$ cat src/rtl/ffha_pkg.sv
// Shared constants, types and status codes of the first-fit heap allocator.
// Depends on nothing; every other file of the block imports it.
package ffha_pkg;

	localparam int MAX_BLOCKS   = 64;
	localparam int ARENA_BYTES  = 65536;
	localparam int HEADER_BYTES = 16;
	localparam int ALIGN_BYTES  = 8;

	localparam int IDX_W = $clog2(MAX_BLOCKS);
	localparam int CNT_W = $clog2(MAX_BLOCKS + 1);
	localparam int OFF_W = 16;
	localparam int LEN_W = 17;

	typedef enum logic [1:0] {
		ST_OK      = 2'd0,
		ST_NOSPACE = 2'd1,
		ST_ZERO    = 2'd2,
		ST_BADFREE = 2'd3
	} status_t;

	typedef struct packed {
		logic [OFF_W-1:0] off;
		logic [LEN_W-1:0] len;
		logic             taken;
	} ent_t;

	typedef struct packed {
		logic             rd_en;
		logic [IDX_W-1:0] rd_addr;
		logic             wr_en;
		logic [IDX_W-1:0] wr_addr;
		ent_t             wr_data;
	} tbl_cmd_t;

	localparam ent_t RESET_ENT = '{off: '0, len: LEN_W'(ARENA_BYTES), taken: 1'b0};

endpackage

$ cat src/rtl/ffha_table.sv
// Block table memory: one read and one write port, registered read data.
// Depends on ffha_pkg. Entry 0 reads as the whole free arena until first written.
module ffha_table (
	input  logic               clk,
	input  logic               arst_n,
	input  ffha_pkg::tbl_cmd_t cmd,
	output ffha_pkg::ent_t     rd_data
);
	import ffha_pkg::*;

	ent_t mem [MAX_BLOCKS];
	ent_t rd_q;
	logic e0_written_q;
	logic rd_fresh_q;

	always_ff @(posedge clk) begin
		if (cmd.wr_en) begin
			mem[cmd.wr_addr] <= cmd.wr_data;
		end
		if (cmd.rd_en) begin
			rd_q <= mem[cmd.rd_addr];
		end
	end

	always_ff @(posedge clk or negedge arst_n) begin
		if (!arst_n) begin
			e0_written_q <= 1'b0;
			rd_fresh_q   <= 1'b0;
		end else begin
			if (cmd.rd_en) begin
				rd_fresh_q <= (cmd.rd_addr == '0) && !e0_written_q;
			end
			if (cmd.wr_en && cmd.wr_addr == '0) begin
				e0_written_q <= 1'b1;
			end
		end
	end

	assign rd_data = rd_fresh_q ? RESET_ENT : rd_q;

endmodule

$ cat src/rtl/first_fit_heap_allocator.sv
// Top level of the first-fit heap allocator: request capture, sequencer, result register.
// Depends on ffha_pkg and ffha_table.
//
//  Channel  Signals                                        Direction
//  request  req_valid req_ready func request_bytes         in
//           release_offset
//  result   rsp_valid rsp_ready status payload_offset      out
//
// One request is worked at a time. A request reads each table entry that it scans, and
// a split or merge that shifts the table reads and writes each entry that it moves; the
// entries scanned and moved together never pass the table size. Each request ends by
// passing from the result state to the idle state, where the next request is taken.
// The single read port of the table paces the scan and the shifts.
// Reset leaves one free block that covers the arena and needs no clearing pass.
// A new request is taken while an earlier result still waits; a held result stalls
// only the end of the next request.
module first_fit_heap_allocator (
	input  logic                     clk,
	input  logic                     arst_n,
	input  logic                     req_valid,
	output logic                     req_ready,
	input  logic                     func,
	input  logic [15:0]              request_bytes,
	input  logic [15:0]              release_offset,
	output logic                     rsp_valid,
	input  logic                     rsp_ready,
	output logic [1:0]               status,
	output logic [15:0]              payload_offset
);
	import ffha_pkg::*;

	typedef enum logic [13:0] {
		S_IDLE     = 14'b00000000000001,
		S_SCAN_RD  = 14'b00000000000010,
		S_SCAN_CHK = 14'b00000000000100,
		S_NXT_CHK  = 14'b00000000001000,
		S_PRV_RD   = 14'b00000000010000,
		S_PRV_CHK  = 14'b00000000100000,
		S_MERGE_WR = 14'b00000001000000,
		S_DN_RD    = 14'b00000010000000,
		S_DN_WR    = 14'b00000100000000,
		S_UP_RD    = 14'b00001000000000,
		S_UP_WR    = 14'b00010000000000,
		S_SPLIT_HI = 14'b00100000000000,
		S_SPLIT_LO = 14'b01000000000000,
		S_RESULT   = 14'b10000000000000
	} state_t;

	localparam logic [LEN_W-1:0] HDR = LEN_W'(HEADER_BYTES);

	state_t           state_q;
	logic [CNT_W-1:0] total_q;
	logic             rsp_valid_q;
	logic             func_q;
	logic [LEN_W-1:0] need_q;
	logic [OFF_W-1:0] rel_q;
	logic [CNT_W-1:0] idx_q;
	logic [CNT_W-1:0] ptr_q;
	logic [1:0]       k_q;
	logic             nf_q;
	logic             pf_q;
	ent_t             cur_q;
	ent_t             nxt_q;
	ent_t             prv_q;
	status_t          st_q;
	logic [OFF_W-1:0] pay_q;
	status_t          rsp_status_q;
	logic [OFF_W-1:0] rsp_pay_q;

	tbl_cmd_t cmd;
	ent_t     rd;

	logic [17:0]      need_full;
	logic [LEN_W-1:0] spare;
	logic             fit;
	logic             split;
	logic             hit_free;
	logic [CNT_W-1:0] idx_inc;
	logic [CNT_W-1:0] base;
	logic [LEN_W-1:0] merge_len;
	logic [1:0]       k_new;

	ffha_table u_table (
		.clk     (clk),
		.arst_n  (arst_n),
		.cmd     (cmd),
		.rd_data (rd)
	);

	assign need_full = ((18'(request_bytes) + 18'(ALIGN_BYTES - 1))
		& ~18'(ALIGN_BYTES - 1)) + 18'(HEADER_BYTES);
	assign spare     = rd.len - need_q;
	assign fit       = !rd.taken && (rd.len >= need_q);
	assign split     = spare > HDR;
	assign hit_free  = ({1'b0, rd.off} + HDR) == {1'b0, rel_q};
	assign idx_inc   = idx_q + CNT_W'(1);
	assign base      = pf_q ? (idx_q - CNT_W'(1)) : idx_q;
	assign merge_len = cur_q.len + (nf_q ? nxt_q.len : '0) + (pf_q ? prv_q.len : '0);
	assign k_new     = {1'b0, nf_q} + {1'b0, pf_q};

	assign req_ready      = (state_q == S_IDLE);
	assign rsp_valid      = rsp_valid_q;
	assign status         = rsp_status_q;
	assign payload_offset = rsp_pay_q;

	always_comb begin
		cmd = '0;
		case (state_q)
			S_SCAN_RD: begin
				cmd.rd_en   = idx_q < total_q;
				cmd.rd_addr = idx_q[IDX_W-1:0];
			end
			S_SCAN_CHK: begin
				if (!func_q && fit && !split) begin
					cmd.wr_en   = 1'b1;
					cmd.wr_addr = idx_q[IDX_W-1:0];
					cmd.wr_data = '{off: rd.off, len: rd.len, taken: 1'b1};
				end
				if (func_q && hit_free && rd.taken && idx_inc < total_q) begin
					cmd.rd_en   = 1'b1;
					cmd.rd_addr = idx_inc[IDX_W-1:0];
				end
			end
			S_PRV_RD: begin
				cmd.rd_en   = idx_q != '0;
				cmd.rd_addr = base[IDX_W-1:0] - IDX_W'(1) + IDX_W'(pf_q);
			end
			S_MERGE_WR: begin
				cmd.wr_en   = 1'b1;
				cmd.wr_addr = base[IDX_W-1:0];
				cmd.wr_data = '{off: pf_q ? prv_q.off : cur_q.off, len: merge_len,
					taken: 1'b0};
			end
			S_DN_RD: begin
				cmd.rd_en   = ptr_q < total_q;
				cmd.rd_addr = ptr_q[IDX_W-1:0];
			end
			S_DN_WR: begin
				cmd.wr_en   = 1'b1;
				cmd.wr_addr = ptr_q[IDX_W-1:0] - IDX_W'(k_q);
				cmd.wr_data = rd;
			end
			S_UP_RD: begin
				cmd.rd_en   = ptr_q > idx_inc;
				cmd.rd_addr = ptr_q[IDX_W-1:0] - IDX_W'(1);
			end
			S_UP_WR: begin
				cmd.wr_en   = 1'b1;
				cmd.wr_addr = ptr_q[IDX_W-1:0];
				cmd.wr_data = rd;
			end
			S_SPLIT_HI: begin
				cmd.wr_en   = 1'b1;
				cmd.wr_addr = idx_inc[IDX_W-1:0];
				cmd.wr_data = '{off: cur_q.off + need_q[OFF_W-1:0],
					len: cur_q.len - need_q, taken: 1'b0};
			end
			S_SPLIT_LO: begin
				cmd.wr_en   = 1'b1;
				cmd.wr_addr = idx_q[IDX_W-1:0];
				cmd.wr_data = '{off: cur_q.off, len: need_q, taken: 1'b1};
			end
			default: begin
				cmd = '0;
			end
		endcase
	end

	always_ff @(posedge clk or negedge arst_n) begin
		if (!arst_n) begin
			state_q     <= S_IDLE;
			total_q     <= CNT_W'(1);
			rsp_valid_q <= 1'b0;
		end else begin
			rsp_valid_q <= (state_q == S_RESULT) || (rsp_valid_q && !rsp_ready);
			case (state_q)
				S_IDLE: begin
					if (req_valid) begin
						state_q <= (!func && request_bytes == '0) ? S_RESULT : S_SCAN_RD;
					end
				end
				S_SCAN_RD: begin
					state_q <= (idx_q < total_q) ? S_SCAN_CHK : S_RESULT;
				end
				S_SCAN_CHK: begin
					if (!func_q && fit) begin
						if (!split) begin
							state_q <= S_RESULT;
						end else if (total_q >= CNT_W'(MAX_BLOCKS)) begin
							state_q <= S_RESULT;
						end else begin
							state_q <= S_UP_RD;
						end
					end else if (func_q && hit_free) begin
						if (!rd.taken) begin
							state_q <= S_RESULT;
						end else begin
							state_q <= (idx_inc < total_q) ? S_NXT_CHK : S_PRV_RD;
						end
					end else begin
						state_q <= S_SCAN_RD;
					end
				end
				S_NXT_CHK: begin
					state_q <= S_PRV_RD;
				end
				S_PRV_RD: begin
					state_q <= (idx_q != '0) ? S_PRV_CHK : S_MERGE_WR;
				end
				S_PRV_CHK: begin
					state_q <= S_MERGE_WR;
				end
				S_MERGE_WR: begin
					state_q <= (k_new == 2'd0) ? S_RESULT : S_DN_RD;
				end
				S_DN_RD: begin
					if (ptr_q < total_q) begin
						state_q <= S_DN_WR;
					end else begin
						total_q <= total_q - CNT_W'(k_q);
						state_q <= S_RESULT;
					end
				end
				S_DN_WR: begin
					state_q <= S_DN_RD;
				end
				S_UP_RD: begin
					state_q <= (ptr_q > idx_inc) ? S_UP_WR : S_SPLIT_HI;
				end
				S_UP_WR: begin
					state_q <= S_UP_RD;
				end
				S_SPLIT_HI: begin
					state_q <= S_SPLIT_LO;
				end
				S_SPLIT_LO: begin
					total_q <= total_q + CNT_W'(1);
					state_q <= S_RESULT;
				end
				S_RESULT: begin
					if (!rsp_valid_q || rsp_ready) begin
						state_q <= S_IDLE;
					end
				end
				default: begin
					state_q <= S_IDLE;
				end
			endcase
		end
	end

	always_ff @(posedge clk) begin
		case (state_q)
			S_IDLE: begin
				func_q <= func;
				need_q <= need_full[LEN_W-1:0];
				rel_q  <= release_offset;
				idx_q  <= '0;
				nf_q   <= 1'b0;
				pf_q   <= 1'b0;
				pay_q  <= '0;
				st_q   <= ST_ZERO;
			end
			S_SCAN_RD: begin
				st_q <= func_q ? ST_BADFREE : ST_NOSPACE;
			end
			S_SCAN_CHK: begin
				cur_q <= rd;
				ptr_q <= total_q;
				if (!func_q && fit) begin
					if (!split) begin
						st_q  <= ST_OK;
						pay_q <= rd.off + OFF_W'(HEADER_BYTES);
					end else begin
						st_q <= ST_NOSPACE;
					end
				end else if (func_q && hit_free) begin
					st_q <= rd.taken ? ST_OK : ST_BADFREE;
				end else begin
					idx_q <= idx_inc;
				end
			end
			S_NXT_CHK: begin
				nxt_q <= rd;
				nf_q  <= !rd.taken;
			end
			S_PRV_CHK: begin
				prv_q <= rd;
				pf_q  <= !rd.taken;
			end
			S_MERGE_WR: begin
				k_q   <= k_new;
				ptr_q <= idx_inc + CNT_W'(nf_q);
			end
			S_DN_WR: begin
				ptr_q <= ptr_q + CNT_W'(1);
			end
			S_UP_WR: begin
				ptr_q <= ptr_q - CNT_W'(1);
			end
			S_SPLIT_LO: begin
				st_q  <= ST_OK;
				pay_q <= cur_q.off + OFF_W'(HEADER_BYTES);
			end
			S_RESULT: begin
				if (!rsp_valid_q || rsp_ready) begin
					rsp_status_q <= st_q;
					rsp_pay_q    <= pay_q;
				end
			end
			default: begin
			end
		endcase
	end

	a_total_range: assert property (@(posedge clk) disable iff (!arst_n)
		total_q != '0 && total_q <= CNT_W'(MAX_BLOCKS))
		else $error("block count out of range");

	a_split_room: assert property (@(posedge clk) disable iff (!arst_n)
		state_q == S_SPLIT_HI |-> total_q < CNT_W'(MAX_BLOCKS))
		else $error("split started with a full table");

	a_rsp_from_result: assert property (@(posedge clk) disable iff (!arst_n)
		$rose(rsp_valid_q) |-> $past(state_q == S_RESULT))
		else $error("result raised outside the result state");

	a_fail_zero_payload: assert property (@(posedge clk) disable iff (!arst_n)
		rsp_valid_q && rsp_status_q != ST_OK |-> rsp_pay_q == '0)
		else $error("failed request carries a payload offset");

endmodule

$ cat config.mk
export PLATFORM = sky130hd
export DESIGN_NAME = first_fit_heap_allocator
export DESIGN_NICKNAME = d
export VERILOG_FILES = /design/src/rtl/ffha_pkg.sv /design/src/rtl/ffha_table.sv /design/src/rtl/first_fit_heap_allocator.sv
export SDC_FILE = /design/constraint.sdc
export NUM_CORES = 2
export LEC_CHECK = 0
export ABC_CLOCK_PERIOD_IN_PS = 21100
export BUFFER_PORTS_ARGS = -buffer_cell sky130_fd_sc_hd__buf_2
export CORE_MARGIN = 2
export CORE_UTILIZATION = 40
export DETAILED_ROUTE_END_ITERATION = 12
export GPL_TIMING_DRIVEN = 0
export SLEW_MARGIN = 30
export SYNTH_ARGS = -nofsm -noshare
export SYNTH_HDL_FRONTEND = slang
export SYNTH_SLANG_ARGS = --single-unit
$ cat constraint.sdc
create_clock -name clk -period 21.1 [get_ports clk]
set_input_delay 4.22 -clock clk [delete_from_list [all_inputs] [get_ports clk]]
set_output_delay 4.22 -clock clk [all_outputs]
set_load 0.02 [all_outputs]
==> flow_summary.yaml <==
outcome:
  outcome: "complete, no violations"
global_route:
  grt_pass1_wl_um: 528000
  grt_pass1_vias: 65000
  grt.overflow.total: 0
  antenna_found_initial: 41
  grt.total_usage: 0.303
  grt_max_degree: 51
power:
  p_seq_frac: 0.459
  leakage_nw: 43.3
  combinationalPowerShare: 0.172
  fin_total_pwr_mw: 11.7
  pwr-share-clk: 0.370
  sw_frac_of_total: 0.297
  p_switching_mw: 3.49
  intPower_mw: 8.26
  powerDensity_nw_per_um2: 99.2
  ir_drop_v: 0.0000804
die:
  core_area_um2: 246000
  std_cell_rows: 182
  start_util: 0.403
  die_h_um: 502
  num_io_pins: 57
  die_w_um: 502
  dieArea_um2: 252000
sta:
  setup_viol: 0
  fin_ws_ns: 11.92
  setup_tns_ns: 0
  rsz0062_at_grt: "false"
  period_share: 0.435
  fin_crit_ns: 9.18
  finClkSkew_ns: 0.0936
  fmax_mhz: 109
  finalHoldViolCount: 0
  relSlewSlack: 0.188
  worst_pin_slew_ns: 1.22
  whs_ns: 0.419
  slew_violations: 0
clock_tree:
  clkSlewWorstSetupHoldPaths_ns: 0.06
  cts_root_buf: "clkbuf_16"
  cts-buffers-inserted: 238
  ctsHoldBuffers: 0
  cts_max_level: 4
  cts_tree: "yes"
  post_cts_resized: 0
  clk_latency_ns: 0.97
  cts_setup_buffers: 0
  clockBufferDepth: 3
  clock_sinks: 2402
synth:
  syn_avg_cell_area_um2: 14.2
  synth.top_cell.area_share: 0.719
  ys.flop_type: "edfxtp_1"
  synthCells: 6985
  syn_area_um2: 99300
  ys_seq_area_frac: 0.725
  yosys-top-cells-area: "edfxtp_1 72%, nand2_1 4.5%, a221oi_1 3.4%, mux2i_1 2.0%, a31oi_1 1.7%"
  syn_nets: 7150
  ys_ff_latch: 2402
  yosysTopAreaCell: "edfxtp_1"
  synthArstFlopShare: 0.00999
  yosys_warnings: 0
  synth_cell_types: 93
  synth_edf_count: 2378
finish:
  fin_nets: 7695
  drive_above_1_share: 0.136
  fin_area_um2: 118000
  area_growth_pct: 19.3
placed_design:
  gp_congestion: 1.06
  dpl.hpwl_um: 284000
  portBuffers: 56
  post-place-ws_ns: 12.55
  placed_area_um2: 110000
route:
  vias_per_cell: 6.34
  firstDrtPassIters: 6
  drt_iter0_drc: 12400
  wl_um: 390000
  via_count: 70100
  ant_nets: 0
  drc_errors: 0
  wire_per_inst_um: 35.2
setup_path:
  cp-start-kind: "flip-flop"
  reg2reg_depth: 19
  worstPathArrival_ns: 9.95
  r2r_slack_ns: 11.92
  r2r_start: "idx_q[0]$_SDFFCE_PN0P_"
  path_class: "reg2reg"
  reg2reg_to: "u_table.rd_q[18]$_DFFE_PP_"
  cp-end-kind: "flip-flop"
  crit_path_max_fanout: 11
  crit_required_ns: 21.88
worst_hold_path:
  whs_endpoint: "payload_offset[15]$_DFFE_PP_"
  worstHoldPathType: "reg2reg"
  min_path_cells: 0
  min_from: "pay_q[15]$_DFFE_PP_"
flow_run:
  drv_cap: 0
==> cell usage after synthesis, types with 105 or more instances <==
library cell and count:
a221oi_1 380, nor3_1 119, nor2_1 267, nand3_1 164, ha_1 105, mux2i_1 198
a21oi_1 212, buf_2 137, nand2_1 1198, a31oi_1 265, clkbuf_1 253, edfxtp_1 2378
o21ai_0 145
==> metal layers <==
layer | vias up | part of all wire | wire [um] | GRT usage
met5 | - | 0.00041 | 158 | 0
met4 | 24 | 0.070 | 27300 | 0.179
met3 | 1011 | 0.14 | 54100 | 0.0930
met2 | 5450 | 0.42 | 165000 | 0.441
met1 | 35300 | 0.37 | 143000 | 0.399
li1 | 28400 | - | - | -
==> registers in the layout, summed over array words and instances, names as in the netlist, 2 cells and up <==
signal,cells
cur_q,33
idx_q,7
k_q,2
need_q,14
nxt_q,17
pay_q,16
payload_offset,16
prv_q,33
ptr_q,7
rel_q,16
st_q,2
state_q,14
status,2
total_q,7
u_table.mem,2176
u_table.rd_q,34
==> layout by cell type (no fill, tap or decap), drive strengths merged, types with 28 or more instances in the layout <==
cell / netlist / routed
inv: 92 / 98
buf: 205 / 508
mux2i: 198 / 198
a21oi: 212 / 212
a311oi: 88 / 88
a31oi: 265 / 265
nand2: 1201 / 1201
clkbuf: 254 / 536
o21ai: 149 / 149
and2: 47 / 47
nor3: 119 / 119
a21o: 28 / 28
nor2b: 44 / 44
a22oi: 74 / 74
and3: 85 / 85
a211oi: 48 / 48
xor2: 43 / 43
o22ai: 47 / 47
a221oi: 385 / 385
nand3: 164 / 164
or4: 35 / 35
clkinv: 3 / 114
ha: 105 / 105
nor2: 267 / 267
edfxtp: 2378 / 2378
xnor2: 74 / 74
==> worst max-delay path by stage <==
stage	from	endpoint	slack [ns]	depth (start not counted)
after floorplan	u_table.rd_fresh_q$_DFFE_PN0P_	u_table.mem[0][21]$_DFFE_PP_	14.00	18
after global placement	u_table.rd_fresh_q$_DFFE_PN0P_	u_table.mem[16][21]$_DFFE_PP_	5.47	18
after detailed placement	idx_q[0]$_SDFFCE_PN0P_	u_table.rd_q[18]$_DFFE_PP_	12.55	19
after CTS	idx_q[0]$_SDFFCE_PN0P_	u_table.rd_q[23]$_DFFE_PP_	12.51	20
after global routing	idx_q[0]$_SDFFCE_PN0P_	u_table.rd_q[23]$_DFFE_PP_	12.00	20
final	idx_q[0]$_SDFFCE_PN0P_	u_table.rd_q[18]$_DFFE_PP_	11.92	19
==> layout make-up <==
| type | count | area [um^2] |
|---|---|---|
| fill | 21000 | 128000 |
| sequential | 2402 | 72000 |
| multi-input combinational | 4029 | 25900 |
| clock buffer | 280 | 6110 |
| timing repair buffer | 305 | 5910 |
| tap | 3312 | 4140 |
| buffer | 459 | 2100 |
| clock inverter | 160 | 1860 |
| inverter | 95 | 365 |
| antenna | 24 | 60.1 |
==> power groups by stage <==
stage / logic (mW) / clock network (mW) / registers [mW]
after detailed placement: 1.93 / 0 / 5.49
after CTS: 1.94 / 4.34 / 5.39
after floorplan: 1.09 / 0 / 5.44
after global routing: 2.09 / 4.53 / 5.39
after global placement: 1.86 / 0 / 5.49
final: 2.02 / 4.34 / 5.39
==> critical path, stage by stage, from the launching register on <==
cell       delay [ns]
edfxtp_1         0.44
clkbuf_1         0.60
inv_1            0.46
nor3_1           0.36
xnor2_1          0.41
inv_1            0.19
ha_1             0.35
o2111ai_1        0.13
o31ai_1          0.55
nor4_2           0.21
and2_1           0.24
a31oi_1          0.69
buf_2            0.47
clkbuf_1         0.84
buf_1            0.71
a221oi_1         0.23
a31oi_1          0.80
a22oi_1          0.32
a21oi_1          0.72
a211o_1          0.28
==> through the flow <==
stage,util,std cells
5_1_grt,0.480,11000
3_3_place_gp,0.421,10400
4_1_cts,0.480,11000
2_1_floorplan,-,6985
3_5_place_dp,0.448,10600
6_report,0.481,11100
==> kinds of logic after synthesis <==
kind of cell / after synthesis / synth area share
adder cells (fa/ha/maj): 129 / 0.0180
buffers and inverters: 554 / 0.0241
XOR/XNOR: 117 / 0.0103
multiplexers: 203 / 0.0208
AO/OA/AOI/OAI: 1502 / 0.110
AND/OR/NAND/NOR: 2078 / 0.0920
flip-flops: 2402 / 0.725
Note: power is estimated with default switching activity, not from simulation.
